==> config.mk <==
export PLATFORM = sky130hd
export DESIGN_NAME = kwt_scan
export DESIGN_NICKNAME = d
export VERILOG_FILES = /design/src/kwt_pkg.sv /design/src/kwt_scan.sv
export SDC_FILE = /design/constraint.sdc
export NUM_CORES = 1
export LEC_CHECK = 0
export ABC_AREA = 1
export BUFFER_PORTS_ARGS = -buffer_cell sky130_fd_sc_hd__buf_4
export CAP_MARGIN = 20
export CORE_MARGIN = 2
export CORE_UTILIZATION = 35
export DETAILED_ROUTE_END_ITERATION = 12
export PLACE_DENSITY = 0.68
export SETUP_SLACK_MARGIN = 0.5
export SLEW_MARGIN = 20
export SYNTH_ARGS = -nofsm -noshare
export SYNTH_HDL_FRONTEND = slang
export SYNTH_SLANG_ARGS = --single-unit
==> constraint.sdc <==
create_clock -name i_clk -period 8.3 [get_ports i_clk]
set_clock_uncertainty 0.1 [all_clocks]
set_input_delay 1.245 -clock i_clk [delete_from_list [all_inputs] [get_ports i_clk]]
set_output_delay 1.245 -clock i_clk [all_outputs]
set_load 0.01 [all_outputs]
==> src/kwt_pkg.sv <==
// Shared types and constants of the key whitelist table.
package kwt_pkg;

    // Field widths of the stream payloads.
    localparam int KEY_LO_W    = 64;
    localparam int KEY_HI_W    = 32;
    localparam int IN_DATA_W   = 96;
    localparam int OUT_DATA_W  = 16;
    localparam int COUNT_OUT_W = 7;
    localparam int RESULT_W    = 11;

    // A 96-bit key; the lower word sits in the low bits.
    typedef struct packed {
        logic [KEY_HI_W-1:0] hi;
        logic [KEY_LO_W-1:0] lo;
    } t_key;

    // The two admin keys that the table holds from reset.
    localparam t_key ADMIN_KEY0 = '{hi: 32'hFFFF_FFFF, lo: 64'hFFFF_FFFF_FFFF_FFFF};
    localparam t_key ADMIN_KEY1 = '{hi: 32'hCCCC_CCCC, lo: 64'hCCCC_CCCC_CCCC_CCCC};

    // Strobes from the sequencer to the key store.
    typedef struct packed {
        logic wr_en;
        logic rd_en;
    } t_mem_ctl;

    // One result, authorized in the lowest bit.
    typedef struct packed {
        logic [COUNT_OUT_W-1:0] stored_count;
        logic                   table_full;
        logic                   added;
        logic                   is_admin;
        logic                   authorized;
    } t_result;

endpackage

==> src/kwt_scan.sv <==
// Request sequencer: table scan for lookups, append for adds, result register.
module kwt_scan #(
    parameter int MAX_KEYS      = 64,
    parameter int ADMIN_ENTRIES = 2,
    parameter int CNT_W         = 7,
    parameter int ADDR_W        = 6
) (
    input  logic                  i_clk,
    input  logic                  i_rst_n,
    input  logic                  i_s_tvalid,
    output logic                  o_s_tready,
    input  logic                  i_mode,
    input  kwt_pkg::t_key         i_key,
    output kwt_pkg::t_mem_ctl     o_mem_ctl,
    output logic [ADDR_W-1:0]     o_wr_addr,
    output kwt_pkg::t_key         o_wr_data,
    output logic [ADDR_W-1:0]     o_rd_addr,
    input  kwt_pkg::t_key         i_rd_data,
    output logic                  o_m_tvalid,
    input  logic                  i_m_tready,
    output kwt_pkg::t_result      o_result
);

    localparam logic [1:0] ST_IDLE = 2'd0;
    localparam logic [1:0] ST_SCAN = 2'd1;
    localparam logic [1:0] ST_ADD  = 2'd2;
    localparam logic [1:0] ST_DONE = 2'd3;

    logic [1:0]        r_state, n_state;
    logic [CNT_W-1:0]  r_count, n_count;
    logic [CNT_W-1:0]  r_idx, n_idx;
    logic              r_cmp_vld, n_cmp_vld;
    logic [ADDR_W-1:0] r_cmp_idx, n_cmp_idx;
    kwt_pkg::t_key     r_key, n_key;
    logic              r_auth, n_auth;
    logic              r_admin, n_admin;
    logic              r_added, n_added;
    logic              r_full, n_full;
    logic              r_out_vld, n_out_vld;
    kwt_pkg::t_result  r_out, n_out;

    logic                   accept;
    logic                   issue;
    logic                   match;
    logic                   admin_hit;
    logic                   room;
    logic                   out_free;
    logic [CNT_W+6:0]       count_ext;

    assign o_s_tready = (r_state == ST_IDLE);
    assign accept     = i_s_tvalid && o_s_tready;
    assign issue      = (r_state == ST_SCAN) && (r_idx < r_count);
    assign match      = r_cmp_vld && (i_rd_data == r_key);
    assign admin_hit  = match && (32'(r_cmp_idx) < ADMIN_ENTRIES);
    assign room       = (r_count < CNT_W'(MAX_KEYS));
    assign out_free   = !r_out_vld || i_m_tready;
    assign count_ext  = {7'd0, r_count};

    // Memory accesses: one read per scan cycle while unread entries remain, one write per append.
    always_comb begin
        o_mem_ctl.rd_en = issue;
        o_mem_ctl.wr_en = (r_state == ST_ADD) && room;
        o_rd_addr       = r_idx[ADDR_W-1:0];
        o_wr_addr       = r_count[ADDR_W-1:0];
        o_wr_data       = r_key;
    end

    // Next-state logic of the sequencer.
    always_comb begin
        n_state   = r_state;
        n_count   = r_count;
        n_idx     = r_idx;
        n_key     = r_key;
        n_auth    = r_auth;
        n_admin   = r_admin;
        n_added   = r_added;
        n_full    = r_full;
        n_out     = r_out;
        n_out_vld = r_out_vld;
        n_cmp_vld = issue;
        n_cmp_idx = r_idx[ADDR_W-1:0];

        if (r_out_vld && i_m_tready) begin
            n_out_vld = 1'b0;
        end

        unique case (r_state)
            ST_IDLE: begin
                if (accept) begin
                    n_key   = i_key;
                    n_idx   = '0;
                    n_auth  = 1'b0;
                    n_admin = 1'b0;
                    n_added = 1'b0;
                    n_full  = 1'b0;
                    n_state = i_mode ? ST_ADD : ST_SCAN;
                end
            end
            ST_SCAN: begin
                if (issue) begin
                    n_idx = r_idx + CNT_W'(1);
                end
                if (match) begin
                    n_auth = 1'b1;
                end
                if (admin_hit) begin
                    n_admin = 1'b1;
                end
                // Leave once every entry has been read and compared.
                if (!issue && !r_cmp_vld) begin
                    n_state = ST_DONE;
                end
            end
            ST_ADD: begin
                if (room) begin
                    n_count = r_count + CNT_W'(1);
                    n_added = 1'b1;
                end else begin
                    n_full = 1'b1;
                end
                n_state = ST_DONE;
            end
            ST_DONE: begin
                // Wait here until the result register is free.
                if (out_free) begin
                    n_out_vld          = 1'b1;
                    n_out.authorized   = r_auth;
                    n_out.is_admin     = r_admin;
                    n_out.added        = r_added;
                    n_out.table_full   = r_full;
                    n_out.stored_count = count_ext[6:0];
                    n_state            = ST_IDLE;
                end
            end
        endcase
    end

    // Control registers.
    always_ff @(posedge i_clk) begin
        if (!i_rst_n) begin
            r_state   <= ST_IDLE;
            r_count   <= CNT_W'(2);
            r_cmp_vld <= 1'b0;
            r_out_vld <= 1'b0;
        end else begin
            r_state   <= n_state;
            r_count   <= n_count;
            r_cmp_vld <= n_cmp_vld;
            r_out_vld <= n_out_vld;
        end
    end

    // Payload registers.
    always_ff @(posedge i_clk) begin
        r_idx     <= n_idx;
        r_cmp_idx <= n_cmp_idx;
        r_key     <= n_key;
        r_auth    <= n_auth;
        r_admin   <= n_admin;
        r_added   <= n_added;
        r_full    <= n_full;
        r_out     <= n_out;
    end

    assign o_m_tvalid = r_out_vld;
    assign o_result   = r_out;

endmodule

# Yosys cells after proc, flatten, opt, wreduce, memory -nomap -nowiden
# Index checks and enable logic that the tools add are counted.
op_classes:
  add_sub_neg: 2
  magnitude_cmp: 3
  n_eq_ne: 12
  mux: 20
  n_reduce_logical: 23
ops:
  columns: ["cell", "count"]
  rows:
  - ["$eq 96x96->1", 1]
  - ["$reduce_and 3->1", 6]
  - ["$add 7x1->7 const B", 2]
  - ["$mux 7", 2]
  - ["$pmux 7 s2", 1]
  - ["$ne 2x2->1 const B", 6]
  - ["$mux 1", 8]
  - ["$mux 2", 4]
  - ["$pmux 1 s2", 4]
  - ["$pmux 2 s4", 1]
  - ["$logic_and 1x1->1", 7]
  - ["$lt 7x7->1", 1]
  - ["$lt 7x7->1 const B", 1]
  - ["$lt 6x2->1 const B", 1]
  - ["$reduce_and 2->1", 3]
  - ["$eq 2x2->1 const B", 2]
  - ["$ne 2x1->1 const B", 2]
  - ["$reduce_bool 2->1", 2]
  - ["$logic_not 1->1", 3]
  - ["$eq 2x1->1 const B", 1]
  - ["$logic_not 2->1", 1]
  - ["$logic_or 1x1->1", 1]
totals:
  ff_bits: 135

# Logic depth before layout (Yosys ltp)
# Gate-level depths: netlist of run 1.
logic_depth:
  ltp_word: 6
  mapped_depth: 14

# Worst setup path after synthesis of run 1
# No wires, ideal clock.
synth_path:
  path_kind: "input-to-reg"
  startpoint: "input port i_s_tvalid"
  endpoint: "register r_idx[0], enable pin"
  setup_ns: 0.373
  arrival_ns: 3.821
  required_ns: 7.827
  slack_ns: 4.006
  path_stages: 4
  cell_sequence: "nand2_1 > inv_1 > a21oi_1 > a21oi_1"
synth_via:
  elab_chain_len: 3
synth_lines:
  columns: ["item", "line_no", "rtl"]
  rows:
  - ["start: declaration", "kwt_scan.sv:10", "input logic i_s_tvalid,"]
  - ["$logic_and 1x1->1", "kwt_scan.sv:51", "assign accept = i_s_tvalid && o_s_tready;"]
  - ["$ne 2x1->1 (no source line)", null, null]
  - ["$reduce_and 3->1 (no source line)", null, null]
  - ["end signal: assignment", "kwt_scan.sv:155", "r_idx <= n_idx;"]
  - ["end: declaration", "kwt_scan.sv:31", "logic [CNT_W-1:0] r_idx, n_idx;"]
# Every way passes these cells.
# A chain may end at the register's enable or synchronous reset.

==> metrics, run 1 <==
max cap viols 0; nature of the critical path endpoint primary output; r2r setup slk 5800 ps; antenna violations before repair 1; DP Worst Slack 5190 ps; FMAX 300 MHz; worst reg2reg path depth 5; Pleak 4.66 nW; maximum vdd drop 0.152 mV; worst r2r src r_state[1]; final std cells w/o fill 1238; Routed WL 18400 um; Main synth FF type edfxtp_1; syn_nets 880; DP Wirelength 14700 um; top cells by area, synth edfxtp_1, nand2_1, inv_1; most frequent cells in the layout buf_4, nand2_1, inv_1; crit path from r_idx[2]; cells after synthesis 671; I/O Buffers 319; Antenna Cells 0; die area 19300 um2; drt drc 0; dpl cells 1206; Die Ht 139 um; worst hold path class flip-flop to flip-flop; WS Path Type flip-flop to primary output; via count 5368; ANT nets after route 0; final hold violation count 0; PD cells 270 nW/um2; hold_buf cts 0; pin count of the biggest net entering global routing 68; FP Rows 49; Post-synth EDFFs 118; initial core utilization 35.6%; crit start category flip-flop; Clk pin slew, worst setup/hold paths 60 ps; layout cells sized above 1 36.5%; DR vias/cell 4.34; # IOs 320; Post-CTS Resized 0; total iterations of the first detailed-routing run 5; worst-skew pair later-pin latency 410 ps; final number of setup-violating endpoints 0; Arr. time, crit path 1990 ps; layout overhead on the synthesized area 49.6%; GP Congestion 0.897; DIE WIDTH 139 um; Max Transition Viols Final 0; most common cell after layout, fill and taps aside buf_4; Max-slew headroom 40.2%; postcts setup bufs 0; number of synthesized register bits 134; worst slew pin tran 897 ps; depth of the CTS H-tree 4; post-synthesis area per instance 9.49 um2; Ys Warns 0; Sink Count 134; Seq/Total Area, Yosys 60.7%; CTS Buffer Depth 2; overall routing resource usage 18.7%; Data required, critical path 6950 ps; grt ovf 0; cell taking the most area after synthesis edfxtp_1; first-pass GRT wire length 27700 um; number of global-route vias before repair 5133; worst setup margin 4970 ps; synthesized cell area 6370 um2; Critical Path Fanout Max 6; Final TNS setup 0 ps; Async SR Flop Fraction 0%; top cell type's share of synthesized area 55.6%; CTS Root Cell clkbuf_16; Final nets 1205; CTS tree done; Distinct cells, synth 31; CTS buffer count 17; unrepaired setup endpoints after global routing no; Core ar. 17900 um2; Avg WL per Cell 14.8 um; status finished clean; fin crit share 40.1%; Initial DRC Count 223; reg-to-reg endpoint o_wr_data[70]; CP endpoint o_mem_ctl[0]; Final min period 3330 ps
[critical path, cell delays in order (launching register included)]
cell      delay, ps
edfxtp_1        480
ha_1            330
a21oi_1         150
nand2_1          70
nand4_1          80
nand3_1         200
inv_1           130
buf_4           130
[synth_stat cells (3+ instances only)]
master / number
nand2_1: 187
inv_1: 142
edfxtp_1: 118
nor2_1: 62
xnor2_1: 27
dfxtp_1: 16
a21oi_1: 15
buf_4: 14
ha_1: 12
nand3_1: 11
o21ai_0: 11
o21ai_1: 10
xor2_1: 8
inv_2: 7
nand4_1: 7
nor3_1: 6
nor2_2: 3
[through the flow]
step           power (W)  utilization [%]  area (um2)  hold WS, ps
2_1_floorplan    0.00150                -        6370          297
3_3_place_gp     0.00186             50.0        8950          304
3_5_place_dp     0.00187             50.0        8950          307
5_1_grt          0.00273             53.2        9530          341
4_1_cts          0.00260             53.2        9520          328
6_report         0.00257             53.2        9530          329
[state kept, by name, indices dropped and copies added, names as in the netlist]
name / cells
o_m_tvalid: 1
o_result: 11
o_wr_data: 96
r_added: 1
r_admin: 1
r_auth: 1
r_cmp_idx: 5
r_cmp_vld: 1
r_count: 7
r_full: 1
r_idx: 7
r_state: 2
[layout make-up]
| class | count | area, um2 |
|---|---|---|
| fillers | 1650 | 8380 |
| flip-flops and latches | 134 | 3860 |
| well taps | 229 | 287 |
| inverters | 149 | 562 |
| clock inverters | 11 | 85.1 |
| repair buffers | 320 | 2400 |
| multi-input cells | 374 | 1840 |
| clock buffers | 21 | 483 |
[power breakdown]
| part | total (W) | internal, W | switching [W] |
|---|---|---|---|
| Combinational | 0.000770 | 0.000346 | 0.000424 |
| Clock | 0.000717 | 0.000423 | 0.000294 |
| Sequential | 0.00108 | 0.000962 | 0.000120 |
[layer usage]
layer  up-vias  track usage, %  share of wire, %
met5         -               0             0.054
met4         2            6.01               2.1
li1       2738               -                 -
met1      2406            23.0                41
met3        25            5.35               6.5
met2       197            31.9                50
[worst min path at each step]
| stage | cells after the start | startpoint | slack [ps] | end |
|---|---|---|---|---|
| 2_1_floorplan | 0 | r_idx[3] | 300 | r_cmp_idx[3] |
| 3_3_place_gp | 0 | r_added | 300 | o_result[2] |
| 3_5_place_dp | 0 | r_full | 310 | o_result[3] |
| 4_1_cts | 0 | r_auth | 330 | o_result[0] |
| 5_1_grt | 0 | r_added | 340 | o_result[2] |
| 6_report | 0 | r_auth | 330 | o_result[0] |
[kinds of logic after synthesis]
kind of cell,synth area share (%)
AND/OR/NAND/NOR,17.8
buffers and inverters,10.4
flip-flops,60.7
AO/OA/AOI/OAI,3.87
XOR/XNOR,4.81
adder cells (fa/ha/maj),2.36
Power figures use the tool's default switching activity.
==> run 2: changes to the inputs <==
- PLACE_DENSITY: 0.68 -> 0.7
- clock period: 8.3 -> 3 ns (I/O delays scaled with it)
==> run 2 against run 1 <==
Critical path depth grew 1. Core utilization increased by 0.41 points. Sequential share of layout area down 0.25 points. Largest cell class unchanged. Register-to-register slack lost 4800 ps. Setup slack lost 4400 ps.
==> metrics, run 2 (synthesized netlist as in run 1, its figures left out) <==
status finished clean; Final nets 1211 (+0.50%); DR vias/cell 4.31 (-0.56%); maximum vdd drop 0.408 mV (+170%); dpl cells 1209 (+0.25%); Final TNS setup 0 ps (unchanged); worst r2r src r_count[2]; CTS Buffer Depth 2 (unchanged); Hold Path Sink o_wr_data[92]; Routed WL 18300 um (about the same); Clk pin slew, worst setup/hold paths 60 ps (about the same); crit start category flip-flop; via count 5364 (-0.075%); antenna violations before repair 0 (-1); CTS Root Cell clkbuf_16; pin count of the biggest net entering global routing 38 (-44%); hold_buf cts 0 (unchanged); final number of setup-violating endpoints 0 (unchanged); CTS tree done; Final min period 2390 ps; worst reg2reg path depth 7 (+2); DP Wirelength 14700 um (about the same); FP Rows 49 (unchanged); max FFs per register 96 (unchanged); area occupied by multi-input gates 1860 um2 (+1.1%); reg-to-reg endpoint r_idx[5]; final hold violation count 0 (unchanged); Core ar. 17900 um2 (unchanged); depth of the CTS H-tree 4 (unchanged); GP Congestion 0.824 (-8.2%); worst slew pin tran 679 ps (-218 ps); Hold Path Origin i_key[92]; layout filler cell count 1619 (-1.9%); die area 19300 um2 (unchanged); Data required, critical path 2450 ps (-4500 ps); DIE WIDTH 139 um (unchanged); Sink Count 134 (unchanged); drt drc 0 (unchanged); Die Ht 139 um (unchanged); Fin Hold WS 116 ps (-213 ps); layout overhead on the synthesized area 50.7%; overall routing resource usage 18.6% (-0.14 points); fin crit share 79.6%; Hold Crit Depth 1 (+1); total iterations of the first detailed-routing run 6 (+1); initial core utilization 35.6% (unchanged); Critical Path Fanout Max 5 (-1); grt ovf 0 (unchanged); layout cells sized above 1 38.0% (+1.6 points); # IOs 320 (unchanged); first-pass GRT wire length 27400 um (-0.88%); nature of the critical path endpoint primary output; Pleak 4.69 nW (+0.65%); WS Path Type flip-flop to primary output; Avg WL per Cell 14.8 um (-0.49%); final std cells w/o fill 1244 (+0.48%); unrepaired setup endpoints after global routing no; FMAX 419 MHz; most common cell after layout, fill and taps aside buf_4; PD cells 749 nW/um2 (+180%); Antenna Cells 0 (unchanged); most frequent cells in the layout buf_4, nand2_1, inv_1; r2r setup slk 1010 ps (-4790 ps); worst-skew pair later-pin latency 410 ps (about the same); Layout Utilization 53.6% (+0.41 points); Max Transition Viols Final 0 (unchanged); Reg area 3870 um2 (+0.13%); worst hold path class primary input to flip-flop; CTS buffer count 17 (unchanged); max cap viols 0 (unchanged); number of global-route vias before repair 5213 (+1.6%); ANT nets after route 0 (unchanged); I/O Buffers 319 (unchanged); Initial DRC Count 228 (+2.2%); Arr. time, crit path 1840 ps (-150 ps); Max-slew headroom 54.7% (+15 points)
[run 2: cell count changes in the layout (fill, tap and decap cells not counted), sizes merged]
cell,change
buf,+6
clkinv,+4
inv,-4
clkinvlp,+1
clkbuf,-1
[run 2: per-stage QoR]
stage / area, um2 / setup WS (ps) / total power (W)
floorplan: 6390 / 128 / 0.00419
global placement: 9000 / 964 / 0.00520
detailed placement: 9000 / 898 / 0.00524
CTS: 9580 / 538 / 0.00727
global route: 9600 / 507 / 0.00762
finish: 9600 / 613 / 0.00719
[run 2: critical path, stage by stage, from the launching register on]
cell and delay (ps):
dfxtp_1 370, inv_2 80, ha_1 310, a21oi_1 150, nand2_1 70, nand4_1 120, nand3_2 140, inv_1 90
buf_4 110
[run 2: how the worst max path moves through the flow]
stage               start      endpoint  slack [ps]  depth (start not counted)
4_1_cts        r_count[6]  o_mem_ctl[0]         540                          7
3_3_place_gp     r_idx[2]  o_mem_ctl[0]         960                          7
2_1_floorplan  r_state[1]        r_auth         130                          8
3_5_place_dp     r_idx[2]  o_mem_ctl[0]         900                          7
6_report       r_count[2]  o_mem_ctl[0]         610                          8
5_1_grt        r_count[2]  o_mem_ctl[0]         510                          8
[run 2: repair_timing]
item	in CTS	in global routing
endpoints found under the setup margin	1	1
pin swaps	0	1
buffers inserted	1	2
gates resized for setup	1	3
[run 2: routing by layer]
| metal | GRT usage [%] | share of wire (%) | wire, um | vias to the layer above |
|---|---|---|---|---|
| met3 | 5.94 | 7.0 | 1290 | 17 |
| met1 | 21.9 | 41 | 7510 | 2408 |
| met4 | 4.73 | 1.4 | 257 | 0 |
| met2 | 32.8 | 51 | 9300 | 187 |
| li1 | - | - | - | 2752 |
| met5 | 0 | 0 | 0 | - |
[run 2: layout make-up]
cell class / instances / area share [%]
clock inverters: 12 / 0.952
clock buffers: 20 / 4.98
multi-input cells: 374 / 19.4
well taps: 229 / 2.99
repair buffers: 326 / 25.5
flip-flops and latches: 134 / 40.3
inverters: 149 / 5.87
[run 2: where the power goes]
| group | total [W] | internal [W] | switching, W | leakage (nW) |
|---|---|---|---|---|
| Sequential | 0.00298 | 0.00266 | 0.000317 | 1.25 |
| Combinational | 0.00223 | 0.00101 | 0.00121 | 3.15 |
| Clock | 0.00199 | 0.00116 | 0.000824 | 0.287 |
==> run 3: changes to the inputs <==
- PLACE_DENSITY: 0.7 -> 0.68
- clock period: 3 -> 2.3 ns (I/O delays scaled with it)
==> run 3 against run 2 <==
Non-clock buffer count increased by 99. Die area unchanged. Sequential share of layout area decreased by 4.0 points. Flip-flop and latch count unchanged. Highest routed layer unchanged. First-iteration DRC count increased by 21%. Count of clock-buffer cells in the layout decreased by 2. Sequential power increased by 31%. Setup slack got worse by 530 ps. Combinational power increased by 50%.
==> metrics, run 3 (synthesized netlist as in run 1, its figures left out) <==
status finished clean; CTS Buffer Depth 2 (unchanged); Max-slew headroom 63.1% (+8.3 points); unrepaired setup endpoints after global routing yes; worst reg2reg path depth 5 (-2); overall routing resource usage 20.3% (+1.7 points); DR vias/cell 4.34 (+0.73%); antenna violations before repair 3 (+3); die area 19300 um2 (unchanged); final number of setup-violating endpoints 0 (unchanged); CTS buffer count 17 (unchanged); DP Worst Slack 296 ps (-601 ps); CTS tree done; GP Congestion 0.860 (+4.4%); FMAX 451 MHz; most frequent cells in the layout buf_4, nand2_1, inv_1; grt ovf 0 (unchanged); Critical Path Fanout Max 4 (-1); dpl cells 1211 (+0.17%); fin crit share 96.4%; layout cells sized above 1 37.2% (-0.87 points); number of global-route vias before repair 5724 (+9.8%); final std cells w/o fill 1346 (+8.2%); Final TNS setup 0 ps (unchanged); max cap viols 0 (unchanged); Sink Count 134 (unchanged); most common cell after layout, fill and taps aside buf_4; worst r2r src r_idx[6]; WS Path Type flip-flop to primary output; Clk pin slew, worst setup/hold paths 60 ps (about the same); # IOs 320 (unchanged); max FFs per register 96 (unchanged); crit path from r_idx[2]; initial core utilization 35.6% (unchanged); worst setup margin 83.7 ps (-529 ps); Pleak 5.12 nW (+9.1%); CTS Root Cell clkbuf_16; Initial DRC Count 276 (+21%); Data required, critical path 1860 ps (-590 ps); CP endpoint o_mem_ctl[0]; pin count of the biggest net entering global routing 97 (+160%); Final nets 1310 (+8.2%); first-pass GRT wire length 30200 um (+10%); Routed WL 20100 um (+9.6%); final hold violation count 0 (unchanged); drt drc 0 (unchanged); DP Wirelength 14700 um (-0.17%); r2r setup slk 330 ps (-680 ps); reg-to-reg endpoint r_idx[4]; Final min period 2220 ps; placed inst area 9030 um2 (+0.31%); worst hold path class primary input to flip-flop; maximum vdd drop 0.670 mV (+64%); layout overhead on the synthesized area 67.9%; Max Transition Viols Final 0 (unchanged); post-route cell area 10700 um2 (+11%); DIE WIDTH 139 um (unchanged); Arr. time, crit path 1770 ps (-70 ps); worst slew pin tran 554 ps (-125 ps); Die Ht 139 um (unchanged); FP Rows 49 (unchanged); via count 5846 (+9.0%); nature of the critical path endpoint primary output; depth of the CTS H-tree 4 (unchanged); crit start category flip-flop; Avg WL per Cell 14.9 um (+1.3%); worst-skew pair later-pin latency 410 ps (about the same); I/O Buffers 319 (unchanged); PD cells 929 nW/um2 (+24%); Core ar. 17900 um2 (unchanged); total iterations of the first detailed-routing run 6 (unchanged); ANT nets after route 0 (unchanged); Layout Utilization 59.7% (+6.1 points)
==> run 3: per-stage QoR <==
step | total power (W) | hold slack, ps
after CTS | 0.00982 | 0.0735
after global placement | 0.00680 | 301
after floorplan | 0.00546 | 297
final | 0.00993 | 20.8
after detailed placement | 0.00686 | 318
after global routing | 0.0105 | -0.190
==> run 3: what timing repair did <==
action	4_1_cts	5_1_grt
hold buffers	81	4
endpoints found under the setup margin	11	19
setup buffers	8	7
resized for setup	14	15
endpoints found under the hold margin	81	4
pin swaps	13	12
==> run 3: worst min-delay path by stage <==
stage,from,end,slack (ps),depth (start not counted)
finish,i_key[7],o_wr_data[7],20,1
global route,i_key[50],o_wr_data[50],-0.2,1
CTS,i_key[60],o_wr_data[60],0.07,1
detailed placement,r_full,o_result[3],320,0
global placement,r_full,o_result[3],300,0
floorplan,r_idx[3],r_cmp_idx[3],300,0
==> run 3: layout make-up <==
class / instances / area (um2)
fill: 1553 / 7210
sequential: 134 / 3880
timing repair buffer: 425 / 3430
multi-input combinational: 374 / 1940
inverter: 149 / 566
clock buffer: 18 / 429
tap: 229 / 287
clock inverter: 14 / 151
antenna: 3 / 7.51
==> run 3: per-layer routing <==
metal | global-route usage (%) | part of all wire [%] | vias up
li1 | - | - | 2960
met5 | 0 | 0 | -
met1 | 23.8 | 41 | 2644
met4 | 5.37 | 1.8 | 0
met3 | 5.32 | 5.6 | 29
met2 | 36.7 | 52 | 213
==> run 3: critical path, cell delays in order, from the launching register on <==
cell      delay, ps
edfxtp_1        430
ha_4            300
nand3_1          90
nand2_1         100
nand4_1         160
nand3_4         130
inv_2            40
buf_6           110
==> run 3: where the power goes <==
part | leakage [nW] | switching [W] | internal [W]
sequential | 1.25 | 0.000415 | 0.00348
clock | 0.276 | 0.00108 | 0.00161
combinational | 3.59 | 0.00174 | 0.00160
